### src/rtl/core/olpd_pkg.sv
// ----------------------------------------------------------------------------
// olpd_pkg
// shared types and constants for the ordered list with positional delete
// ----------------------------------------------------------------------------
package olpd_pkg;

  // default list capacity
  localparam int unsigned LIST_DEPTH = 16;

  // width of one stored entry
  localparam int unsigned WORD_W = 32;

  typedef enum logic [1:0] {
    CMD_INS_FRONT = 2'd0,
    CMD_DEL_FRONT = 2'd1,
    CMD_DEL_POS   = 2'd2,
    CMD_DEL_END   = 2'd3
  } cmd_e;

  typedef enum logic [1:0] {
    ST_OK     = 2'd0,
    ST_EMPTY  = 2'd1,
    ST_BADPOS = 2'd2,
    ST_FULL   = 2'd3
  } status_e;

  typedef enum logic [2:0] {
    FSM_IDLE  = 3'd0,
    FSM_READ  = 3'd1,
    FSM_SH_RD = 3'd2,
    FSM_SH_WR = 3'd3,
    FSM_RESP  = 3'd4
  } fsm_e;

  typedef struct packed {
    cmd_e               command;
    logic signed [31:0] value;
    logic [7:0]         position;
  } in_word_t;

  typedef struct packed {
    status_e            status;
    logic signed [31:0] removed_value;
    logic [4:0]         entry_count;
  } out_word_t;

endpackage

### src/rtl/core/olpd_ram.sv
// ----------------------------------------------------------------------------
// olpd_ram
// entry store: one write port, one read port, registered read data
// ----------------------------------------------------------------------------
module olpd_ram #(
  parameter int unsigned Depth = olpd_pkg::LIST_DEPTH
) (
  input  logic                       clk_i,
  input  logic                       we_i,
  input  logic [$clog2(Depth)-1:0]   waddr_i,
  input  logic [olpd_pkg::WORD_W-1:0] wdata_i,
  input  logic                       re_i,
  input  logic [$clog2(Depth)-1:0]   raddr_i,
  output logic [olpd_pkg::WORD_W-1:0] rdata_o
);

  logic [olpd_pkg::WORD_W-1:0] mem [Depth];

  always_ff @(posedge clk_i) begin
    if (we_i) begin
      mem[waddr_i] <= wdata_i;
    end
  end

  always_ff @(posedge clk_i) begin
    if (re_i) begin
      rdata_o <= mem[raddr_i];
    end
  end

endmodule

### src/rtl/core/olpd_ctrl.sv
// ----------------------------------------------------------------------------
// olpd_ctrl
// command sequencer: head pointer and count of a circular buffer in the ram,
// gap closing after a delete that is neither at the front nor at the end
// ----------------------------------------------------------------------------
module olpd_ctrl #(
  parameter int unsigned ListDepth = olpd_pkg::LIST_DEPTH
) (
  input  logic                          clk_i,
  input  logic                          rst_ni,
  // command side
  input  logic                          in_valid_i,
  output logic                          in_ready_o,
  input  olpd_pkg::in_word_t            in_word_i,
  // result side
  output logic                          res_valid_o,
  input  logic                          res_ready_i,
  output olpd_pkg::out_word_t           res_word_o,
  // ram port
  output logic                          mem_we_o,
  output logic [$clog2(ListDepth)-1:0]  mem_waddr_o,
  output logic [olpd_pkg::WORD_W-1:0]   mem_wdata_o,
  output logic                          mem_re_o,
  output logic [$clog2(ListDepth)-1:0]  mem_raddr_o,
  input  logic [olpd_pkg::WORD_W-1:0]   mem_rdata_i
);

  localparam int unsigned IdxW = $clog2(ListDepth);
  localparam int unsigned CntW = $clog2(ListDepth + 1);
  localparam int unsigned ExtW = CntW + 5;

  function automatic logic [IdxW-1:0] ptr_inc(input logic [IdxW-1:0] p);
    ptr_inc = (p == IdxW'(ListDepth - 1)) ? '0 : p + 1'b1;
  endfunction

  function automatic logic [IdxW-1:0] ptr_dec(input logic [IdxW-1:0] p);
    ptr_dec = (p == '0) ? IdxW'(ListDepth - 1) : p - 1'b1;
  endfunction

  function automatic logic [IdxW-1:0] ptr_add(input logic [IdxW-1:0] a,
                                              input logic [IdxW-1:0] b);
    logic [IdxW:0] sum;
    sum = {1'b0, a} + {1'b0, b};
    if (sum >= (IdxW + 1)'(ListDepth)) begin
      sum = sum - (IdxW + 1)'(ListDepth);
    end
    ptr_add = sum[IdxW-1:0];
  endfunction

  olpd_pkg::fsm_e      state_q, state_d;
  logic [IdxW-1:0]     head_q, head_d;
  logic [CntW-1:0]     cnt_q, cnt_d;
  logic [IdxW-1:0]     cur_q, cur_d;
  logic [CntW-1:0]     left_q, left_d;
  logic                front_q, front_d;
  olpd_pkg::status_e   status_q, status_d;
  logic [olpd_pkg::WORD_W-1:0] removed_q, removed_d;

  logic                in_fire;
  logic                res_fire;
  olpd_pkg::status_e   dec_status;
  logic                dec_ins;
  logic                dec_del;
  logic [IdxW-1:0]     dec_idx;
  logic [ExtW-1:0]     cnt_ext;

  assign in_ready_o = (state_q == olpd_pkg::FSM_IDLE);
  assign in_fire    = in_valid_i && in_ready_o;
  assign res_valid_o = (state_q == olpd_pkg::FSM_RESP);
  assign res_fire   = res_valid_o && res_ready_i;

  // command decode against the current count
  always_comb begin
    dec_status = olpd_pkg::ST_OK;
    dec_ins    = 1'b0;
    dec_del    = 1'b0;
    dec_idx    = '0;
    if (in_word_i.command == olpd_pkg::CMD_INS_FRONT) begin
      if (cnt_q == CntW'(ListDepth)) begin
        dec_status = olpd_pkg::ST_FULL;
      end else begin
        dec_ins = 1'b1;
      end
    end else if (cnt_q == '0) begin
      dec_status = olpd_pkg::ST_EMPTY;
    end else begin
      unique case (in_word_i.command)
        olpd_pkg::CMD_DEL_FRONT: begin
          dec_del = 1'b1;
        end
        olpd_pkg::CMD_DEL_END: begin
          dec_del = 1'b1;
          dec_idx = IdxW'(cnt_q - 1'b1);
        end
        olpd_pkg::CMD_DEL_POS: begin
          if (in_word_i.position == '0 || in_word_i.position > 8'(cnt_q)) begin
            dec_status = olpd_pkg::ST_BADPOS;
          end else begin
            dec_del = 1'b1;
            dec_idx = IdxW'(in_word_i.position - 8'd1);
          end
        end
        default: begin
          dec_del = 1'b0;
        end
      endcase
    end
  end

  // next state
  always_comb begin
    state_d = state_q;
    unique case (state_q)
      olpd_pkg::FSM_IDLE: begin
        if (in_fire) begin
          state_d = dec_del ? olpd_pkg::FSM_READ : olpd_pkg::FSM_RESP;
        end
      end
      olpd_pkg::FSM_READ: begin
        state_d = (left_q == '0) ? olpd_pkg::FSM_RESP : olpd_pkg::FSM_SH_RD;
      end
      olpd_pkg::FSM_SH_RD: begin
        state_d = olpd_pkg::FSM_SH_WR;
      end
      olpd_pkg::FSM_SH_WR: begin
        state_d = (left_q == CntW'(1)) ? olpd_pkg::FSM_RESP : olpd_pkg::FSM_SH_RD;
      end
      olpd_pkg::FSM_RESP: begin
        if (res_fire) begin
          state_d = olpd_pkg::FSM_IDLE;
        end
      end
      default: begin
        state_d = olpd_pkg::FSM_IDLE;
      end
    endcase
  end

  // datapath and ram control
  always_comb begin
    head_d      = head_q;
    cnt_d       = cnt_q;
    cur_d       = cur_q;
    left_d      = left_q;
    front_d     = front_q;
    status_d    = status_q;
    removed_d   = removed_q;
    mem_we_o    = 1'b0;
    mem_waddr_o = cur_q;
    mem_wdata_o = mem_rdata_i;
    mem_re_o    = 1'b0;
    mem_raddr_o = ptr_inc(cur_q);
    unique case (state_q)
      olpd_pkg::FSM_IDLE: begin
        if (in_fire) begin
          status_d  = dec_status;
          removed_d = '0;
          front_d   = (in_word_i.command == olpd_pkg::CMD_DEL_FRONT);
          if (dec_ins) begin
            head_d      = ptr_dec(head_q);
            cnt_d       = cnt_q + 1'b1;
            mem_we_o    = 1'b1;
            mem_waddr_o = ptr_dec(head_q);
            mem_wdata_o = in_word_i.value;
          end
          if (dec_del) begin
            mem_re_o    = 1'b1;
            mem_raddr_o = ptr_add(head_q, dec_idx);
            cur_d       = ptr_add(head_q, dec_idx);
            // front deletes move the head, so nothing behind needs to shift
            left_d      = (in_word_i.command == olpd_pkg::CMD_DEL_FRONT) ? '0
                          : cnt_q - 1'b1 - CntW'(dec_idx);
          end
        end
      end
      olpd_pkg::FSM_READ: begin
        removed_d = mem_rdata_i;
        cnt_d     = cnt_q - 1'b1;
        if (front_q) begin
          head_d = ptr_inc(head_q);
        end
      end
      olpd_pkg::FSM_SH_RD: begin
        mem_re_o    = 1'b1;
        mem_raddr_o = ptr_inc(cur_q);
      end
      olpd_pkg::FSM_SH_WR: begin
        mem_we_o    = 1'b1;
        mem_waddr_o = cur_q;
        mem_wdata_o = mem_rdata_i;
        cur_d       = ptr_inc(cur_q);
        left_d      = left_q - 1'b1;
      end
      olpd_pkg::FSM_RESP: begin
        mem_we_o = 1'b0;
      end
      default: begin
        mem_we_o = 1'b0;
      end
    endcase
  end

  assign cnt_ext                  = ExtW'(cnt_q);
  assign res_word_o.status        = status_q;
  assign res_word_o.removed_value = removed_q;
  assign res_word_o.entry_count   = cnt_ext[4:0];

  always_ff @(posedge clk_i or negedge rst_ni) begin
    if (!rst_ni) begin
      state_q <= olpd_pkg::FSM_IDLE;
      head_q  <= '0;
      cnt_q   <= '0;
      left_q  <= '0;
      front_q <= 1'b0;
    end else begin
      state_q <= state_d;
      head_q  <= head_d;
      cnt_q   <= cnt_d;
      left_q  <= left_d;
      front_q <= front_d;
    end
  end

  always_ff @(posedge clk_i) begin
    cur_q     <= cur_d;
    status_q  <= status_d;
    removed_q <= removed_d;
  end

  a_cnt_bound : assert property (@(posedge clk_i) disable iff (!rst_ni)
    cnt_q <= CntW'(ListDepth))
    else $error("entry count above capacity");

  a_ins_count : assert property (@(posedge clk_i) disable iff (!rst_ni)
    (in_fire && dec_ins) |=> (cnt_q == $past(cnt_q) + 1'b1))
    else $error("insert did not grow the count");

  a_write_src : assert property (@(posedge clk_i) disable iff (!rst_ni)
    mem_we_o |-> ((state_q == olpd_pkg::FSM_SH_WR) || (in_fire && dec_ins)))
    else $error("ram written outside insert or shift");

  a_shift_left : assert property (@(posedge clk_i) disable iff (!rst_ni)
    ((state_q == olpd_pkg::FSM_SH_RD) || (state_q == olpd_pkg::FSM_SH_WR))
      |-> (left_q != '0))
    else $error("shift step with nothing left to move");

  a_refused_hold : assert property (@(posedge clk_i) disable iff (!rst_ni)
    (in_fire && !dec_ins && !dec_del) |=> ($stable(cnt_q) && $stable(head_q)))
    else $error("refused command changed the list");

endmodule

### src/rtl/core/ordered_list_positional_delete_core.sv
// ----------------------------------------------------------------------------
// ordered_list_positional_delete_core
// bounded ordered list of signed 32-bit values with insert at front and
// delete at front, at a 1-based position, or at the end
// ----------------------------------------------------------------------------
//  channel   direction  handshake               word
//  in        input      in_valid_i / in_ready_o  command, value, position
//  out       output     out_valid_o / out_ready_i status, removed_value, entry_count
//
//  insert and every refused command go from accept straight to the result
//  delete front and delete end add one ram read of the removed entry
//  delete at position p also moves the count - p entries behind the gap down,
//    one at a time through the single ram read and write port
//  reset empties the list at once; the entry ram itself is not cleared
//  a finished word waits in the output register while the next command is taken;
//    the sequencer stalls in its result state only when that register is full
// ----------------------------------------------------------------------------
module ordered_list_positional_delete_core #(
  parameter int unsigned ListDepth = olpd_pkg::LIST_DEPTH
) (
  input  logic                clk_i,
  input  logic                rst_ni,
  input  logic                in_valid_i,
  output logic                in_ready_o,
  input  olpd_pkg::in_word_t  in_word_i,
  output logic                out_valid_o,
  input  logic                out_ready_i,
  output olpd_pkg::out_word_t out_word_o
);

  localparam int unsigned IdxW = $clog2(ListDepth);

  // sequencer to ram
  logic                        mem_we;
  logic [IdxW-1:0]             mem_waddr;
  logic [olpd_pkg::WORD_W-1:0] mem_wdata;
  logic                        mem_re;
  logic [IdxW-1:0]             mem_raddr;
  logic [olpd_pkg::WORD_W-1:0] mem_rdata;

  // sequencer to output register
  logic                res_valid;
  logic                res_ready;
  olpd_pkg::out_word_t res_word;

  // output register
  logic                out_valid_q, out_valid_d;
  olpd_pkg::out_word_t out_word_q;

  // command sequencer: owns head pointer and count
  olpd_ctrl #(
    .ListDepth (ListDepth)
  ) u_ctrl (
    .clk_i       (clk_i),
    .rst_ni      (rst_ni),
    .in_valid_i  (in_valid_i),
    .in_ready_o  (in_ready_o),
    .in_word_i   (in_word_i),
    .res_valid_o (res_valid),
    .res_ready_i (res_ready),
    .res_word_o  (res_word),
    .mem_we_o    (mem_we),
    .mem_waddr_o (mem_waddr),
    .mem_wdata_o (mem_wdata),
    .mem_re_o    (mem_re),
    .mem_raddr_o (mem_raddr),
    .mem_rdata_i (mem_rdata)
  );

  // entry store, used as a circular buffer starting at the head
  olpd_ram #(
    .Depth (ListDepth)
  ) u_ram (
    .clk_i   (clk_i),
    .we_i    (mem_we),
    .waddr_i (mem_waddr),
    .wdata_i (mem_wdata),
    .re_i    (mem_re),
    .raddr_i (mem_raddr),
    .rdata_o (mem_rdata)
  );

  // output register takes a new word when empty or being drained
  assign res_ready = !out_valid_q || out_ready_i;

  always_comb begin
    out_valid_d = out_valid_q;
    if (res_valid && res_ready) begin
      out_valid_d = 1'b1;
    end else if (out_ready_i) begin
      out_valid_d = 1'b0;
    end
  end

  always_ff @(posedge clk_i or negedge rst_ni) begin
    if (!rst_ni) begin
      out_valid_q <= 1'b0;
    end else begin
      out_valid_q <= out_valid_d;
    end
  end

  // payload holds unless a new word loads
  always_ff @(posedge clk_i) begin
    if (res_valid && res_ready) begin
      out_word_q <= res_word;
    end
  end

  assign out_valid_o = out_valid_q;
  assign out_word_o  = out_word_q;

endmodule
### config.mk
export PLATFORM = sky130hd
export DESIGN_NAME = ordered_list_positional_delete_core
export DESIGN_NICKNAME = d
export VERILOG_FILES = /design/src/rtl/core/olpd_pkg.sv /design/src/rtl/core/olpd_ram.sv /design/src/rtl/core/olpd_ctrl.sv /design/src/rtl/core/ordered_list_positional_delete_core.sv
export SDC_FILE = /design/constraint.sdc
export NUM_CORES = 1
export LEC_CHECK = 0
export ABC_CLOCK_PERIOD_IN_PS = 9430
export CAP_MARGIN = 5
export CORE_ASPECT_RATIO = 1.5
export CORE_MARGIN = 2
export CORE_UTILIZATION = 40
export CTS_BUF_LIST = sky130_fd_sc_hd__clkbuf_4 sky130_fd_sc_hd__clkbuf_8
export DETAILED_ROUTE_END_ITERATION = 8
export DONT_BUFFER_PORTS = 1
export PLACE_DENSITY = 0.54
export SKIP_LAST_GASP = 1
export SLEW_MARGIN = 10
export SYNTH_ARGS = -nofsm -noshare
export SYNTH_HDL_FRONTEND = slang
export SYNTH_HIERARCHICAL = 1
export SYNTH_SLANG_ARGS = --single-unit
### constraint.sdc
create_clock -name clk_i -period 9.43 [get_ports clk_i]
set_input_delay 1.4145 -clock clk_i [delete_from_list [all_inputs] [get_ports clk_i]]
set_output_delay 1.4145 -clock clk_i [all_outputs]
set_load 0.02 [all_outputs]
==> results by stage <==
Placed design:
- The count of buffers inserted at the top-level ports is 0.
- The HPWL after detailed placement is 29500 um.
- Routability-driven placement finished with a final weighted congestion of 0.792.
- The placed cell area is 26400 um2.

Global routing:
- The most congested layer reported by global routing is met2.
- The global-route met1 utilization is 23.7%.
- The total overflow reported by the global router is 0.
- The via count of the first global-routing pass is 13200.
- For met3 alone, demand over resource in global routing was 3.40%.
- The met2 capacity usage during global routing is 32.1%.
- Global routing consumed, over all layers together, 18.7% of the routing resources.
- The first global-routing pass estimated 87500 um of wire.
- The initial antenna violation count came to 6.
- Entering global routing, the biggest net connects 129 pins.

Pwr:
- VDD sags by at most 0.000333 V.
- The power per cell area is 354 nW/um2.
- The cell-internal power is 0.00658 W.
- The share of total power consumed by net switching is 34.2%.
- Per report_power, the combinational group accounts for 35.8% of the total.
- The share of total power dissipated in the clock network is 22.0%.
- Sequential cells burn 42.2% of the power.
- For this design the total switching power over the nets is 0.00342 W.
- The leakage power of the design is 9.14 nW.

Critical path:
- Data on the critical path is required at its endpoint by 9.99 ns.
- The maximum fanout encountered on the critical timing path is 22.
- At the worst endpoint, the arrival time is 5.88 ns.
- The startpoint identified for the worst register-to-register timing path is u_ctrl/cnt_q[2]$_DFFE_PN0P_.
- For flop-to-flop paths, the worst setup slack is 4.18 ns.
- The worst setup path is of the in2reg kind.
- For the worst flop-to-flop path, the logic depth is 17.
- In this run the critical register-to-register path is captured at u_ram/rdata_o[24]$_DFFE_PP_.
- The worst setup path is launched from an input port.
- The worst setup path is captured at a flop.

Hold path:
- The type of the worst min-delay path is in2async.

Clock tree:
- The buffer count from post-CTS setup fixing is 0.
- The hold buffer count at CTS is 0.
- The CTS tree is yes.
- The clock net sink count is 640.
- CTS placed an instance of clkbuf_8 at the clock tree root.
- In this run, post-CTS repair resized a total of 0 instances.
- The clock tree synthesis step divided the H-tree into 3 levels.
- The maximum buffer depth of the clock tree is 3.
- The number of clock buffers added by TritonCTS is 94.
- The clock transition at the registers of the reported paths is 0.06 ns.
- The clock latency on the worst-skew pair is 0.72 ns.

Yosys:
- Of all flip-flops after synthesis, the portion carrying an async set or reset was 2.97%.
- Yosys mapped a number of flops with a built-in enable equal to 621.
- The cell taking the most area after synthesis is edfxtp_1.
- The synthesized netlist contains 70 unique library cells.
- The synthesized area per cell is 20.1 um2.
- By area the synthesized netlist is led by edfxtp_1, mux4_2, a22oi_1.
- The area of the mapped netlist is 25300 um2.
- The number of warning messages in the yosys log is 6.
- Sequential cells were found to cover 75.5% of the synthesized design area.
- The share of the synthesized area in the top cell type is 73.7%.
- The synthesized net count is 1329.
- The most used flip-flop cell after synthesis is edfxtp_1.
- Among all cell types in the netlist, the one instantiated most often is edfxtp_1.
- The number of flip-flops and latches in the synthesized netlist is 640.
- Ranked by instance count, the synthesized netlist is headed by edfxtp_1, mux4_2, a22oi_1, nand2_1, and2_1.
- Synthesis handed over a netlist of 1259 instances.

Floorplanning:
- The total die area is 65400 um2.
- From left edge to right edge, the die measures 209 um.
- The number of standard-cell rows in the floorplan is 113.
- The area of the core region is 62900 um2.
- The I/O pin count is 87.
- The starting density of the core is 40.2%.
- The vertical die dimension is 312 um.

Route:
- The detailed router finished its first iteration with 1124 violations.
- The total DRC errors in the routed layout is 0.
- Summed over all layers, the routed wires come to 60000 um.
- Using the TritonRoute via totals, the vias-per-cell ratio works out to 5.63.
- The detailed-route wire length per cell is 27.2 um.
- Before antenna repair, the detailed router went through 7 iterations.
- The via total after detailed routing is 12400.
- The count of nets left with antenna violations after detail routing is 0.

Timing:
- The max-slew violation count is 0.
- The final critical path takes up 56.5% of the cycle.
- Setup violations remaining at the end of the flow were counted as 0.
- Setup repair after global routing left no endpoint under its margin.
- The number of hold violations in the final report was 0.
- After layout, the minimum clock period comes to 5.33 ns.
- Derived from the worst setup path, the maximum achievable clock frequency is 188 MHz.
- Clock skew on the completed layout was measured at 0.0381 ns.
- Summed over all failing endpoints, the final setup total negative slack is 0 ns.
- In this run the tightest slew margin relative to its limit is 16.0%.
- At the pin with the least slew margin, the transition time is 1.26 ns.

Layout:
- In the final layout, the share of cells above drive strength 1 is 26.9%.
- The final-layout fill cell count is 5284.
- At the end of the flow, the number of nets in the layout was 1392.
- The area of the multi-input gates is 5970 um2.
- The post-layout utilization of the core is 44.9%.
- From synthesis to final layout, the design area changed by 11.6%.
- The finished cells cover 28200 um2.
- The footprint of the flip-flops and latches is 19100 um2.

Job:
- The max-capacitance violation count is 0.

Outcome:
- The flow ran to the end, and the final reports show no timing, DRC or antenna violations.
[sequential cells by signal, summed over array words and instances, names as in the netlist]
name,count
u_ctrl/cnt_q,5
u_ram/mem,512
u_ctrl/front_q,1
u_ctrl/state_q,3
u_ctrl/head_q,4
u_ram/rdata_o,32
out_valid_o,1
u_ctrl/status_q,2
u_ctrl/left_q,5
u_ctrl/cur_q,4
out_word_o,39
u_ctrl/removed_q,32
[kinds of logic (layout without fill, tap and decap cells)]
family	after synthesis	after routing	synth area share, %
adder cells (fa/ha/maj)	24	24	1.25
buffers and inverters	85	224	1.57
flip-flops	640	640	75.5
other	0	2	0
AND/OR/NAND/NOR	176	176	3.78
AO/OA/AOI/OAI	152	152	4.15
multiplexers	169	169	13.3
XOR/XNOR	13	13	0.450
[worst max path at each step]
stage / start / to / slack (ns) / cells after the start
2_1_floorplan: in_word_i[40] / u_ram/mem[0][0]$_DFFE_PP_ / 3.47 / 9
3_3_place_gp: in_word_i[1] / u_ram/rdata_o[17]$_DFFE_PP_ / 3.40 / 16
3_5_place_dp: in_word_i[1] / u_ram/rdata_o[17]$_DFFE_PP_ / 3.31 / 16
4_1_cts: in_word_i[1] / u_ram/rdata_o[13]$_DFFE_PP_ / 4.08 / 16
5_1_grt: in_word_i[1] / u_ram/rdata_o[13]$_DFFE_PP_ / 3.88 / 16
6_report: in_word_i[1] / u_ram/rdata_o[24]$_DFFE_PP_ / 4.10 / 16
[power groups by stage]
stage | logic (W) | registers [W] | clock network (W)
4_1_cts | 0.00364 | 0.00423 | 0.00226
2_1_floorplan | 0.00256 | 0.00419 | 0
6_report | 0.00358 | 0.00422 | 0.00220
3_3_place_gp | 0.00359 | 0.00427 | 0
3_5_place_dp | 0.00364 | 0.00428 | 0
5_1_grt | 0.00387 | 0.00426 | 0.00239
[placed cells by master (no fill, tap or decap), types with 19 or more instances in the layout]
| cell | instances |
|---|---|
| a21oi_1 | 25 |
| nand2_1 | 55 |
| and2_1 | 33 |
| clkbuf_4 | 21 |
| mux2_2 | 29 |
| a22oi_1 | 66 |
| inv_1 | 20 |
| edfxtp_1 | 621 |
| dfrtp_1 | 19 |
| buf_4 | 28 |
| mux4_2 | 128 |
| ha_1 | 22 |
| clkinv_2 | 19 |
| clkinv_1 | 29 |
| clkbuf_8 | 96 |
[per-stage QoR]
step	setup WS, ns	cells	hold WS, ns	total power [W]
floorplan	3.47	1259	0.400	0.00675
global placement	3.40	2031	0.403	0.00786
detailed placement	3.31	2031	0.405	0.00792
CTS	4.08	2203	0.336	0.0101
global route	3.88	2204	0.366	0.0105
finish	4.10	2205	0.390	0.0100
[worst max-delay path: stages]
cell and delay, ns:
ha_1 0.32, nor2b_1 0.16, o2111a_1 0.24, nor3_1 0.44
nand2_1 0.14, a21oi_1 0.18, ha_1 0.24, a21o_1 0.17
a21oi_1 0.16, xnor2_1 0.10, or3_1 0.35, a31oi_1 0.63
nor2b_4 0.57, buf_4 0.49, a22oi_1 0.16, nand2_1 0.09
[routing by layer]
| layer | up-vias | part of all wire, % |
|---|---|---|
| met3 | 85 | 5.6 |
| li1 | 5301 | - |
| met1 | 6635 | 41 |
| met5 | - | 0.055 |
| met4 | 6 | 2.4 |
| met2 | 381 | 51 |
[final cells by class]
| class | count | area share (%) |
|---|---|---|
| Clock inverter | 55 | 1.24 |
| Antenna cell | 2 | 0.0177 |
| Inverter | 23 | 0.310 |
| Tap cell | 805 | 3.57 |
| Clock buffer | 117 | 5.24 |
| Sequential cell | 640 | 67.7 |
| Timing Repair Buffer | 29 | 0.815 |
| Multi-Input combinational cell | 534 | 21.1 |
(Power assumes the default switching activity.)
